==> src/design/etot_pkg.sv <==
// Package with the shared constants, types and helper functions of the totient block.
`default_nettype none
package etot_pkg;

    localparam int VALUE_WIDTH = 32;
    localparam int FIELD_WIDTH = 32;
    localparam int DIV_WIDTH   = VALUE_WIDTH / 2 + 1;
    localparam int CNT_WIDTH   = $clog2(VALUE_WIDTH + 1);

    typedef logic [VALUE_WIDTH-1:0] t_value;
    typedef logic [DIV_WIDTH-1:0]   t_trial;
    typedef logic [FIELD_WIDTH-1:0] t_field;

    typedef struct packed {
        logic   start;
        t_value dividend;
        t_value divisor;
    } t_div_req;

    typedef struct packed {
        logic   done;
        t_value quotient;
        t_value remainder;
    } t_div_rsp;

    typedef enum logic [2:0] {
        S_IDLE,
        S_CHK_GO,
        S_CHK_WAIT,
        S_ACC_GO,
        S_ACC_WAIT,
        S_FIN_GO,
        S_FIN_WAIT,
        S_DONE
    } t_state;

    function automatic t_value field_to_value(input t_field f);
        logic [127:0] wide;
        wide = 128'(f);
        return wide[VALUE_WIDTH-1:0];
    endfunction

    function automatic t_field value_to_field(input t_value v);
        logic [127:0] wide;
        wide = 128'(v);
        return wide[FIELD_WIDTH-1:0];
    endfunction

endpackage
`default_nettype wire

==> src/design/etot_div.sv <==
// Shared restoring divider that produces one quotient bit per cycle.
`default_nettype none
module etot_div import etot_pkg::*; (
    input  wire logic     i_clk,
    input  wire logic     i_rst_n,
    input  wire t_div_req i_req,
    output t_div_rsp      o_rsp
);

    logic                 r_busy;
    logic                 r_done;
    logic [CNT_WIDTH-1:0] r_cnt;
    t_value               r_rem;
    t_value               r_quo;
    t_value               r_den;
    t_value               n_rem;
    t_value               n_quo;
    logic [VALUE_WIDTH:0] shifted;
    logic [VALUE_WIDTH:0] diff;

    always_comb begin
        shifted = {r_rem, r_quo[VALUE_WIDTH-1]};
        diff    = shifted - {1'b0, r_den};
        if (!diff[VALUE_WIDTH]) begin
            n_rem = diff[VALUE_WIDTH-1:0];
            n_quo = {r_quo[VALUE_WIDTH-2:0], 1'b1};
        end else begin
            n_rem = shifted[VALUE_WIDTH-1:0];
            n_quo = {r_quo[VALUE_WIDTH-2:0], 1'b0};
        end
    end

    always_ff @(posedge i_clk) begin
        if (!i_rst_n) begin
            r_busy <= 1'b0;
            r_done <= 1'b0;
            r_cnt  <= '0;
        end else begin
            r_done <= 1'b0;
            if (i_req.start) begin
                r_busy <= 1'b1;
                r_cnt  <= CNT_WIDTH'(VALUE_WIDTH);
            end else if (r_busy) begin
                r_cnt <= r_cnt - CNT_WIDTH'(1);
                if (r_cnt == CNT_WIDTH'(1)) begin
                    r_busy <= 1'b0;
                    r_done <= 1'b1;
                end
            end
        end
    end

    always_ff @(posedge i_clk) begin
        if (i_req.start) begin
            r_rem <= '0;
            r_quo <= i_req.dividend;
            r_den <= i_req.divisor;
        end else if (r_busy) begin
            r_rem <= n_rem;
            r_quo <= n_quo;
        end
    end

    assign o_rsp.done      = r_done;
    assign o_rsp.quotient  = r_quo;
    assign o_rsp.remainder = r_rem;

endmodule
`default_nettype wire

==> src/design/etot_seq.sv <==
// Sequencer that runs trial division through the shared divider and holds the result.
`default_nettype none
module etot_seq import etot_pkg::*; (
    input  wire logic     i_clk,
    input  wire logic     i_rst_n,
    input  wire logic     i_in_valid,
    input  wire t_field   i_in_data,
    output logic          o_in_ready,
    output logic          o_out_valid,
    output t_field        o_out_data,
    input  wire logic     i_out_ready,
    output t_div_req      o_req,
    input  wire t_div_rsp i_rsp
);

    t_state r_state;
    t_state n_state;
    t_value r_rest;
    t_value n_rest;
    t_value r_acc;
    t_value n_acc;
    t_trial r_d;
    t_trial n_d;
    logic   r_found;
    logic   n_found;
    logic   r_out_valid;
    logic   n_out_valid;
    t_field r_out_data;
    t_field n_out_data;
    t_value d_ext;
    logic   rem_zero;

    assign d_ext    = VALUE_WIDTH'(r_d);
    assign rem_zero = (i_rsp.remainder == '0);

    always_ff @(posedge i_clk) begin
        if (!i_rst_n) begin
            r_state     <= S_IDLE;
            r_found     <= 1'b0;
            r_out_valid <= 1'b0;
        end else begin
            r_state     <= n_state;
            r_found     <= n_found;
            r_out_valid <= n_out_valid;
        end
    end

    always_ff @(posedge i_clk) begin
        r_rest     <= n_rest;
        r_acc      <= n_acc;
        r_d        <= n_d;
        r_out_data <= n_out_data;
    end

    always_comb begin
        n_state        = r_state;
        n_rest         = r_rest;
        n_acc          = r_acc;
        n_d            = r_d;
        n_found        = r_found;
        n_out_valid    = r_out_valid;
        n_out_data     = r_out_data;
        o_req.start    = 1'b0;
        o_req.dividend = r_rest;
        o_req.divisor  = d_ext;
        if (r_out_valid && i_out_ready) begin
            n_out_valid = 1'b0;
        end
        unique case (r_state)
            S_IDLE: begin
                if (i_in_valid) begin
                    n_rest  = field_to_value(i_in_data);
                    n_acc   = field_to_value(i_in_data);
                    n_d     = DIV_WIDTH'(2);
                    n_found = 1'b0;
                    n_state = S_CHK_GO;
                end
            end
            S_CHK_GO: begin
                o_req.start = 1'b1;
                n_state     = S_CHK_WAIT;
            end
            S_CHK_WAIT: begin
                if (i_rsp.done) begin
                    if (r_found) begin
                        if (rem_zero) begin
                            n_rest  = i_rsp.quotient;
                            n_state = S_CHK_GO;
                        end else begin
                            n_state = S_ACC_GO;
                        end
                    end else if (d_ext > i_rsp.quotient) begin
                        n_state = (r_rest > VALUE_WIDTH'(1)) ? S_FIN_GO : S_DONE;
                    end else if (rem_zero) begin
                        n_rest  = i_rsp.quotient;
                        n_found = 1'b1;
                        n_state = S_CHK_GO;
                    end else begin
                        n_d     = r_d + DIV_WIDTH'(1);
                        n_state = S_CHK_GO;
                    end
                end
            end
            S_ACC_GO: begin
                o_req.start    = 1'b1;
                o_req.dividend = r_acc;
                n_state        = S_ACC_WAIT;
            end
            S_ACC_WAIT: begin
                if (i_rsp.done) begin
                    n_acc   = r_acc - i_rsp.quotient;
                    n_found = 1'b0;
                    n_d     = r_d + DIV_WIDTH'(1);
                    n_state = S_CHK_GO;
                end
            end
            S_FIN_GO: begin
                o_req.start    = 1'b1;
                o_req.dividend = r_acc;
                o_req.divisor  = r_rest;
                n_state        = S_FIN_WAIT;
            end
            S_FIN_WAIT: begin
                if (i_rsp.done) begin
                    n_acc   = r_acc - i_rsp.quotient;
                    n_state = S_DONE;
                end
            end
            S_DONE: begin
                if (!r_out_valid || i_out_ready) begin
                    n_out_valid = 1'b1;
                    n_out_data  = value_to_field(r_acc);
                    n_state     = S_IDLE;
                end
            end
            default: begin
                n_state = S_IDLE;
            end
        endcase
    end

    assign o_in_ready  = (r_state == S_IDLE);
    assign o_out_valid = r_out_valid;
    assign o_out_data  = r_out_data;

endmodule
`default_nettype wire

==> src/design/euler_totient.sv <==
// Top level of the Euler totient block.
// Usage: one unsigned integer n arrives per transfer on the slave stream
// (i_s_axis_tdata) and phi(n) leaves as one transfer on the master stream
// (o_m_axis_tdata). Every input transfer yields exactly one output transfer.
// The work runs by trial division through one shared restoring divider that
// yields one quotient bit per cycle. An item needs one division per trial
// divisor up to the square root of the shrinking remainder, one more per
// factor taken out and one per distinct prime. The sequencer holds one
// item at a time; o_s_axis_tready is high only while it is idle.
// The result sits in an output register; when the receiver stalls, the
// sequencer still accepts and computes the next item and waits only to load
// its result until that register is free.
// Reset (synchronous, active low) empties the output register and returns
// the sequencer to idle; no other state is kept between items.
`default_nettype none
module euler_totient import etot_pkg::*; (
    input  wire logic        i_clk,
    input  wire logic        i_rst_n,
    input  wire logic        i_s_axis_tvalid,
    output logic             o_s_axis_tready,
    input  wire logic [31:0] i_s_axis_tdata,  // [31:0] value_in
    output logic             o_m_axis_tvalid,
    input  wire logic        i_m_axis_tready,
    output logic [31:0]      o_m_axis_tdata   // [31:0] totient
);

    t_div_req div_req;
    t_div_rsp div_rsp;

    etot_seq u_seq (
        .i_clk       (i_clk),
        .i_rst_n     (i_rst_n),
        .i_in_valid  (i_s_axis_tvalid),
        .i_in_data   (i_s_axis_tdata),
        .o_in_ready  (o_s_axis_tready),
        .o_out_valid (o_m_axis_tvalid),
        .o_out_data  (o_m_axis_tdata),
        .i_out_ready (i_m_axis_tready),
        .o_req       (div_req),
        .i_rsp       (div_rsp)
    );

    etot_div u_div (
        .i_clk   (i_clk),
        .i_rst_n (i_rst_n),
        .i_req   (div_req),
        .o_rsp   (div_rsp)
    );

endmodule
`default_nettype wire

==> config.mk <==
export PLATFORM = sky130hd
export DESIGN_NAME = euler_totient
export DESIGN_NICKNAME = d
export VERILOG_FILES = /design/src/design/etot_pkg.sv /design/src/design/etot_div.sv /design/src/design/etot_seq.sv /design/src/design/euler_totient.sv
export SDC_FILE = /design/constraint.sdc
export NUM_CORES = 1
export LEC_CHECK = 0
export BUFFER_PORTS_ARGS = -buffer_cell sky130_fd_sc_hd__buf_2
export CAP_MARGIN = 20
export CORE_UTILIZATION = 30
export CTS_CLUSTER_SIZE = 8
export DETAILED_ROUTE_END_ITERATION = 7
export GPL_TIMING_DRIVEN = 0
export HOLD_SLACK_MARGIN = 0.1
export PLACE_DENSITY_LB_ADDON = 0.2
export RECOVER_POWER = 100
export SLEW_MARGIN = 5
export SYNTH_ARGS = -nofsm -noshare
export SYNTH_HDL_FRONTEND = slang
export SYNTH_HIERARCHICAL = 1
export SYNTH_SLANG_ARGS = --single-unit
==> constraint.sdc <==
create_clock -name i_clk -period 14.8 [get_ports i_clk]
set_input_delay 1.48 -clock i_clk [delete_from_list [all_inputs] [get_ports i_clk]]
set_output_delay 1.48 -clock i_clk [all_outputs]
set_load 0.02 [all_outputs]
==> results.md <==
* Status: finished, violations left
* Failing checks: capacitance limit, slew limit
* Crit path to: u_div/r_quo[7]
* Syn avg cell area at 10.5 um2
* # setup viols final at 0
* Worst reg2reg path depth at 8
* Layout cells sized above 1 at 14.0%
* Worst Tran Pin Value at 1.83 ns
* Top post-synthesis cells by area: edfxtp_1, mux2_2, ha_1
* CTS tree: yes
* Pin count of the biggest net entering global routing at 29
* Crit share post-route at 42.6%
* FFs w/ async S/R, synth at 0%
* Cell taking the most area after synthesis: edfxtp_1
* Leak at 5.98 nW
* Initial Util at 30.4%
* CTS buffer count at 34
* Clock skew at 0.0353 ns
* Yosys reg bits at 222
* Vias post-DR at 10,500
* CP Max Fanout at 28
* Drc violations at 0
* Layout fillers at 4,628
* Die area at 46,800 um2
* Die Y at 216 um
* Cts hold-fix bufs at 0
* Die Span X at 216 um
* Min Tclk post-route at 6.31 ns
* R2R Path End: u_div/r_quo[7]
* Row count at 78
* Slew HR at -21.7%
* Register area share after synthesis at 45.2%
* WL final at 40,700 um
* Area Overhead vs Synth at 14.5%
* Yosys warnings at 6
* RSZ-0062 raised after global routing: no
* Final antenna-violating net count at 0
* Htree depth at 2
* Arrival time worst endpoint at 6.40 ns
* Post-Layout Cell Count at 2,040
* Cell count after synthesis at 1,315
* Power Total at 2.40 mW
* Syn Nets at 1,436
* Peak supply drop at 0.0632 mV
* Routability Congestion at 0.985
* Kind of cell adding the most delay to the critical path: buffers and inverters
* Postcts setup bufs at 0
* FMAX at 159 MHz
* GR Util All Layers at 17.4%
* HP Class: register to register
* Clock Path Buffers at 3
* HP Start: u_seq/r_acc[25]
* Core area at 45,300 um2
* Largest stage delay on the critical path at 1.35 ns
* Post-synth top flop: edfxtp_1
* CP startpoint: u_seq/r_state[0]
* Setup crit start kind: register
* Post-synth EDFFs at 177
* Grt ovf at 0
* Vias in the first global route at 10,600
* Slowest CP cell: clkbuf_1
* Net count reported at finish at 1,549
* Final setup TNS at 0 ns
* Worst path depth at 8
* Crit path buf inv count at 6
* Hpwl dp at 30,500 um
* First-pass GRT wire length at 63,100 um
* CTS resizes at 0
* DP Cell Count at 1,992
* Synthesized area at 13,800 um2
* Post-DR vias/cell at 5.15
* Drt initial violations at 548
* Routed length per instance at 19.9 um
* Worst path cell trace: clkbuf_1 -> clkbuf_1 -> a21boi_0 -> clkbuf_1 -> clkbuf_1 -> inv_1 -> nand2_1 -> clkbuf_1
* CP Data Required Time at 14.90 ns
* Share of the synthesized area in the top cell type at 38.6%
* DRT Pass-1 Iters at 4
* Clk root buf: clkbuf_16
* Slew Limit Fails at 66
* Register clock-pin slew on the reported worst setup and hold paths at 0.06 ns
* Clock latency on the worst-skew pair at 0.52 ns
* # port buffers at 69
* R2r setup slk at 8.49 ns
* Crit end category: register
* R2r startpoint: u_seq/r_state[0]
* Post-synthesis cell type count at 73
* Final Hold Fails at 0
* Most used cell, CP: clkbuf_1
* Max_cap viols at 3
* Critical path type: register to register
* Clock sink count at 222
* PwrDens at 152 nW/um2
* IO Count at 70
* Initial antenna violation count at 1
-- per-layer routing --
layer  GRT usage [%]  share of wire, %  vias up
li1                -                 -     5123
met1            23.0                47     5091
met2            29.1                47      230
met3            2.54               3.6       65
met4            5.28               2.7        0
met5               0                 0        -
-- cell families (layout without fill, tap and decap cells) --
logic type	after synthesis	after routing	share of synthesized area (%)
compound gates	302	302	14.9
xor+xnor	57	57	3.63
fa+ha+maj	85	85	7.83
buf+inv	143	266	4.16
flops	222	222	45.2
mux	138	138	11.1
other cells	0	2	0
simple gates	368	368	13.3
-- final cells by class --
class	instances	area, um2	area share, %
Buffer	52	230	1.46
Sequential cell	222	6220	39.4
Antenna cell	2	5.00	0.0317
Clock inverter	4	55.1	0.349
Multi-Input combinational cell	950	6950	44.1
Tap cell	600	751	4.76
Timing Repair Buffer	77	333	2.11
Inverter	91	342	2.17
Clock buffer	42	881	5.59
-- cell usage in the layout, fill, tap and decap left out, drive strengths merged, types with 18 or more instances in the layout --
cell type,n
a211oi,31
a21o,28
a21oi,72
and2,19
buf,42
clkbuf,129
dfxtp,45
edfxtp,177
ha,83
inv,91
mux2,112
mux2i,26
nand2,104
nand3,25
nand4,18
nor2,84
nor3,23
nor4,26
o21ai,68
xnor2,33
xor2,24
-- worst register-to-register path, delay by kind of cell, from the launching register on --
kind / cells / cell delay, ns
flip-flops: 1 / 0.31
buffers and inverters: 6 / 3.93
AO/OA/AOI/OAI: 1 / 1.25
AND/OR/NAND/NOR: 1 / 0.37
-- where the power goes --
group	total, mW	switching (mW)	internal [mW]
clock	0.712	0.281	0.431
sequential	0.850	0.0874	0.763
combinational	0.835	0.478	0.357
-- synth_stat cells (7+ instances only) --
cell / n
and3_1: 7
mux2i_1: 26
dfxtp_1: 45
a21oi_1: 71
o21bai_1: 7
mux2_2: 112
or3_1: 9
o21a_1: 16
nor2b_1: 11
a211oi_1: 31
and2_1: 19
nor3b_1: 7
nor4_1: 26
xnor2_1: 33
o21ai_0: 67
nand2b_1: 14
a21o_1: 28
nand4_1: 17
o31ai_1: 12
edfxtp_1: 177
ha_1: 83
xor2_1: 24
nand3_1: 25
o211ai_1: 10
nor2_1: 84
nand2_1: 103
a31oi_1: 8
inv_1: 91
nor3_1: 23
clkbuf_1: 40
-- how the worst min path moves through the flow --
stage,end,slack (ns),cells past startpoint
3_3_place_gp,u_div/r_cnt[0],0.47,2
5_1_grt,u_seq/o_out_data[6],0.52,0
3_5_place_dp,u_seq/o_out_data[25],0.49,0
4_1_cts,u_seq/o_out_data[25],0.50,0
6_report,u_seq/o_out_data[25],0.49,0
2_1_floorplan,u_seq/o_out_data[0],0.43,0
-- flip-flops by register name, summed over array words and instances, names as in the netlist --
register,cells
u_seq/r_rest,32
u_div/r_rem,32
u_div/r_done,1
u_seq/o_out_valid,1
u_div/r_den,32
u_div/r_busy,1
u_div/r_quo,32
u_seq/o_out_data,32
u_seq/r_found,1
u_seq/r_acc,32
u_div/r_cnt,6
u_seq/r_d,17
u_seq/r_state,3
-- stage by stage --
step           worst slack, ns  area (um2)  hold WS (ns)  utilization, %
6_report                  8.49       15800         0.490            34.8
5_1_grt                   7.98       15800         0.523            34.8
4_1_cts                  10.90       15900         0.503            35.2
3_5_place_dp             10.95       15000         0.489            33.1
3_3_place_gp              7.59       14900         0.471            32.8
2_1_floorplan             9.91       13800         0.426               -
No activity file was read; power rests on OpenSTA's default activity.
